<file path="config.mk">
export PLATFORM = sky130hd
export DESIGN_NAME = bsmd_cell
export DESIGN_NICKNAME = d
export VERILOG_FILES = /design/src/sv/bsmd_pkg.sv /design/src/sv/bsmd_cell.sv
export SDC_FILE = /design/constraint.sdc
export NUM_CORES = 1
export LEC_CHECK = 0
export BUFFER_PORTS_ARGS = -buffer_cell sky130_fd_sc_hd__buf_4
export CAP_MARGIN = 20
export CORE_AREA = 4 4 123 101
export DETAILED_ROUTE_END_ITERATION = 8
export DIE_AREA = 0 0 127 105
export GPL_TIMING_DRIVEN = 0
export PLACE_DENSITY = 0.65
export SYNTH_ARGS = -nofsm -noshare
export SYNTH_HDL_FRONTEND = slang
export SYNTH_SLANG_ARGS = --single-unit
</file>
<file path="constraint.sdc">
create_clock -name clk -period 22.3 [get_ports clk]
set_input_delay 2.23 -clock clk [delete_from_list [all_inputs] [get_ports clk]]
set_output_delay 2.23 -clock clk [all_outputs]
set_load 0.005 [all_outputs]
</file>
<file path="src/sv/bsmd_pkg.sv">
// ----------------------------------------------------------------------------
// bsmd_pkg
// Shared types and constants of the stereo block-matching disparity core.
// ----------------------------------------------------------------------------
package bsmd_pkg;

  localparam int PIX_W   = 8;
  localparam int CFG_A_W = 2;
  localparam int CFG_D_W = 11;

  // Configuration register indexes
  localparam logic [CFG_A_W-1:0] CFG_WIN_HALF   = 2'd0;
  localparam logic [CFG_A_W-1:0] CFG_MAX_DISP   = 2'd1;
  localparam logic [CFG_A_W-1:0] CFG_COST_MODE  = 2'd2;
  localparam logic [CFG_A_W-1:0] CFG_LINE_WIDTH = 2'd3;

  // Sequencer states
  typedef enum logic [2:0] {
    ST_IDLE,
    ST_READ,
    ST_WAIT,
    ST_SCAN,
    ST_PREP,
    ST_DIV,
    ST_HOLD
  } state_t;

  // Control broadcast to every disparity cell
  typedef struct packed {
    logic feed;    // new left/right pair present, shift right pixel
    logic acc_en;  // pair lies inside the window columns
    logic clr;     // clear cost accumulators
    logic drain;   // shift accumulators toward cell 0
    logic sad;     // 1 absolute difference, 0 squared difference
  } cell_ctrl_t;

endpackage

</file>
<file path="src/sv/bsmd_cell.sv">
// ----------------------------------------------------------------------------
// bsmd_cell
// One disparity cell: delays the right pixel by one step and accumulates the
// matching cost of its disparity; accumulators drain toward cell 0.
// ----------------------------------------------------------------------------
module bsmd_cell #(
  parameter int AW = 26
) (
  input  logic                    clk,
  input  bsmd_pkg::cell_ctrl_t    ctrl,
  input  logic [bsmd_pkg::PIX_W-1:0] l_pix,
  input  logic [bsmd_pkg::PIX_W-1:0] r_in,
  output logic [bsmd_pkg::PIX_W-1:0] r_out,
  input  logic [AW-1:0]           acc_in,
  output logic [AW-1:0]           acc_out
);

  logic [bsmd_pkg::PIX_W-1:0]   r_r;
  logic [AW-1:0]                acc_r;
  logic [bsmd_pkg::PIX_W-1:0]   adiff;
  logic [2*bsmd_pkg::PIX_W-1:0] sq;
  logic [AW-1:0]                term;

  // Pixel cost
  always_comb begin
    adiff = (l_pix >= r_in) ? l_pix - r_in : r_in - l_pix;
    sq    = adiff * adiff;
    term  = ctrl.sad ? AW'(adiff) : AW'(sq);
  end

  // Shift right pixel, accumulate or drain cost
  always_ff @(posedge clk) begin
    if (ctrl.feed) begin
      r_r <= r_in;
    end
    if (ctrl.clr) begin
      acc_r <= '0;
    end else if (ctrl.drain) begin
      acc_r <= acc_in;
    end else if (ctrl.feed && ctrl.acc_en) begin
      acc_r <= acc_r + term;
    end
  end

  assign r_out   = r_r;
  assign acc_out = acc_r;

endmodule

</file>
==> results_dict.tcl <==
set metrics [dict create \
    drc_errors 0 \
    setup_violations 0 \
    cts_setup_buffers 0 \
    ys_ff_latch 34 \
    drv_slew 0 \
    min_path_cells 2 \
    layout-drive-gt1-share_pct 17.05 \
    tns_ns 0 \
    synthArstFlopShare_pct 0 \
    slowest_stage "a2111oi_2" \
    synth_seq_area_share_pct 15.38 \
    htree_levels 2 \
    end_kind "flop" \
    period_share_pct 44.95 \
    overflow 0 \
    nNetsFinal 839 \
    grt_first_pass_wirelength_um 22870 \
    synth_edf_count 8 \
    antenna_found_initial 0 \
    path_clk_slew_ns 0.06 \
    start_util_pct 43.79 \
    hp-class "reg -> reg" \
    ctsRootBufferMaster "clkbuf_16" \
    rsz0062_at_grt "no" \
    area_delta_synth_final_pct 19.47 \
    cts_tree "built" \
    num_rows 35 \
    die_area_sq_um 13340 \
    start_kind "input port" \
    cts_buffers 5 \
    boundaryPins 82 \
    syn_nets 751 \
    worstMarginPinSlew_ns 1.006 \
    postCtsHoldBufs 0 \
    worstPathArrival_ns 10.23 \
    drt_iter0_markers 225 \
    fillers 1119 \
    finalHoldViolations 0 \
    crit_type "in -> reg" \
    viasPerCell 5.676 \
    wl_per_cell_um 16.32 \
    cp_max_fo 9 \
    drv_cap 0 \
    outcome "finished clean" \
    dp_hpwl_um 11370 \
    synth_top_area_cell "ha_1" \
    fp.dieW_um 127 \
    vias 4836 \
    diodes 0 \
    skew_ns 0.003618 \
    fmax_mhz 99.75 \
    die_h_um 105 \
    synth_area_sq_um 4947 \
    period_needed_ns 10.02 \
    grt_use_total_pct 20.87 \
    clockBufferDepth 2 \
    critPathMaxStageDelay_ns 0.55 \
    clk_latency_ns 0.29 \
    yosysTopAreaCellShare_pct 15.43 \
    cts.sinks 34 \
    avgSynthCellArea_sq_um 8.044 \
    required_ns 22.51 \
    finalWeightedCongestion 0.9196 \
    synth_cell_types 70 \
    synthTopCellsByArea "ha_1, fa_1, dfxtp_1" \
    synth_cells 615 \
    max_slew_margin_pct 32.68 \
    postCtsResizedCells 0 \
    grt_max_degree 13 \
    final_common_cell "buf_4" \
    synth-main-ff-cell "dfxtp_1" \
    grt_pass1_vias 4703 \
    fp.coreArea_sq_um 11300 \
    ys_warn_count 0 \
    totalWireLength_um 13910 \
    worstRegToRegCells 10 \
    mostFrequentLayoutCells "buf_4, inv_1, nor2_1" \
    dr.pass1.iters 5 \
    io_buffers 81 \
    drtAntennaViolNets 0 \
]
==> sequential cells by signal, indices dropped and copies added (netlist names) <==
register and count:
r_out 8, acc_out 26
==> synthesized netlist by cell type (all sizes together), types with 5 or more instances <==
cell,number
inv,78
nor2,64
ha,61
a21oi,55
nand2,30
fa,27
a21o,26
dfxtp,26
o21ai,24
clkbuf,18
nor3,18
xnor2,18
nand3,15
xor2,15
a211oi,13
buf,10
a221oi,8
edfxtp,8
mux2i,7
nand2b,7
nand4,7
and3,6
a2111oi,5
o211ai,5
o21a,5
o21bai,5
or3,5
==> worst max-delay path, delay by kind of cell <==
family                     cells  cell delay (ns)
xor gates and xnor gates       2             0.40
adders and majority gates      8             3.12
AOI/OAI and AO/OA              7             1.98
buffers and inverters          8             0.85
muxes                          2             0.70
and+or+nand+nor                4             0.93
==> per-layer routing <==
layer / part of all wire [%] / up-vias / GRT usage [%]
li1: - / 2350 / -
met1: 48 / 2315 / 30.70
met2: 44 / 161 / 32.10
met3: 7.2 / 10 / 4.037
met4: 0.83 / 0 / 3.446
met5: 0 / - / 0
==> path summary, 6_finish.rpt <==
path,slack (ns),startpoint,endpoint
max,12.28,l_pix[0],acc_out[20]$_SDFFE_PP0P_
min,0.56,acc_out[23]$_SDFFE_PP0P_,acc_out[23]$_SDFFE_PP0P_
max reg2reg,19.43,acc_out[0]$_SDFFE_PP0P_,acc_out[20]$_SDFFE_PP0P_
min reg2reg,0.56,acc_out[23]$_SDFFE_PP0P_,acc_out[23]$_SDFFE_PP0P_
==> cells by family after synthesis <==
logic type	after synthesis	synth area share, %
AOI/OAI and AO/OA	171	24.05
adders and majority gates	88	26.35
xor gates and xnor gates	33	6.677
buffers and inverters	106	8.472
DFF	34	15.38
muxes	10	2.175
and+or+nand+nor	173	16.89
==> layout make-up <==
class / count / area, sq um / share of cell area [%]
Buffer: 28 / 126.4 / 2.138
Clock buffer: 5 / 125.1 / 2.117
Clock inverter: 3 / 45.04 / 0.7621
Inverter: 78 / 292.8 / 4.953
Multi-Input combinational cell: 475 / 3767 / 63.74
Sequential cell: 34 / 760.7 / 12.87
Tap cell: 148 / 185.2 / 3.133
Timing Repair Buffer: 81 / 608.1 / 10.29
==> stage by stage <==
| stage | hold slack [ns] | setup WS, ns | utilization, % | instances | cell area [sq um] |
|---|---|---|---|---|---|
| after global placement | 0.5478 | 12.10 | 50.81 | 844 | 5741 |
| after CTS | 0.5568 | 12.28 | 52.31 | 852 | 5911 |
| after floorplan | 0.5354 | 12.83 | - | 615 | 4947 |
| after global routing | 0.6056 | 11.61 | 52.31 | 852 | 5911 |
| final | 0.5592 | 12.28 | 52.31 | 852 | 5911 |
| after detailed placement | 0.5464 | 12.01 | 50.81 | 844 | 5741 |
Power is left out: the tool's default activity adds up to more than one toggle a clock period on the data nets, which glitch-free logic cannot reach.
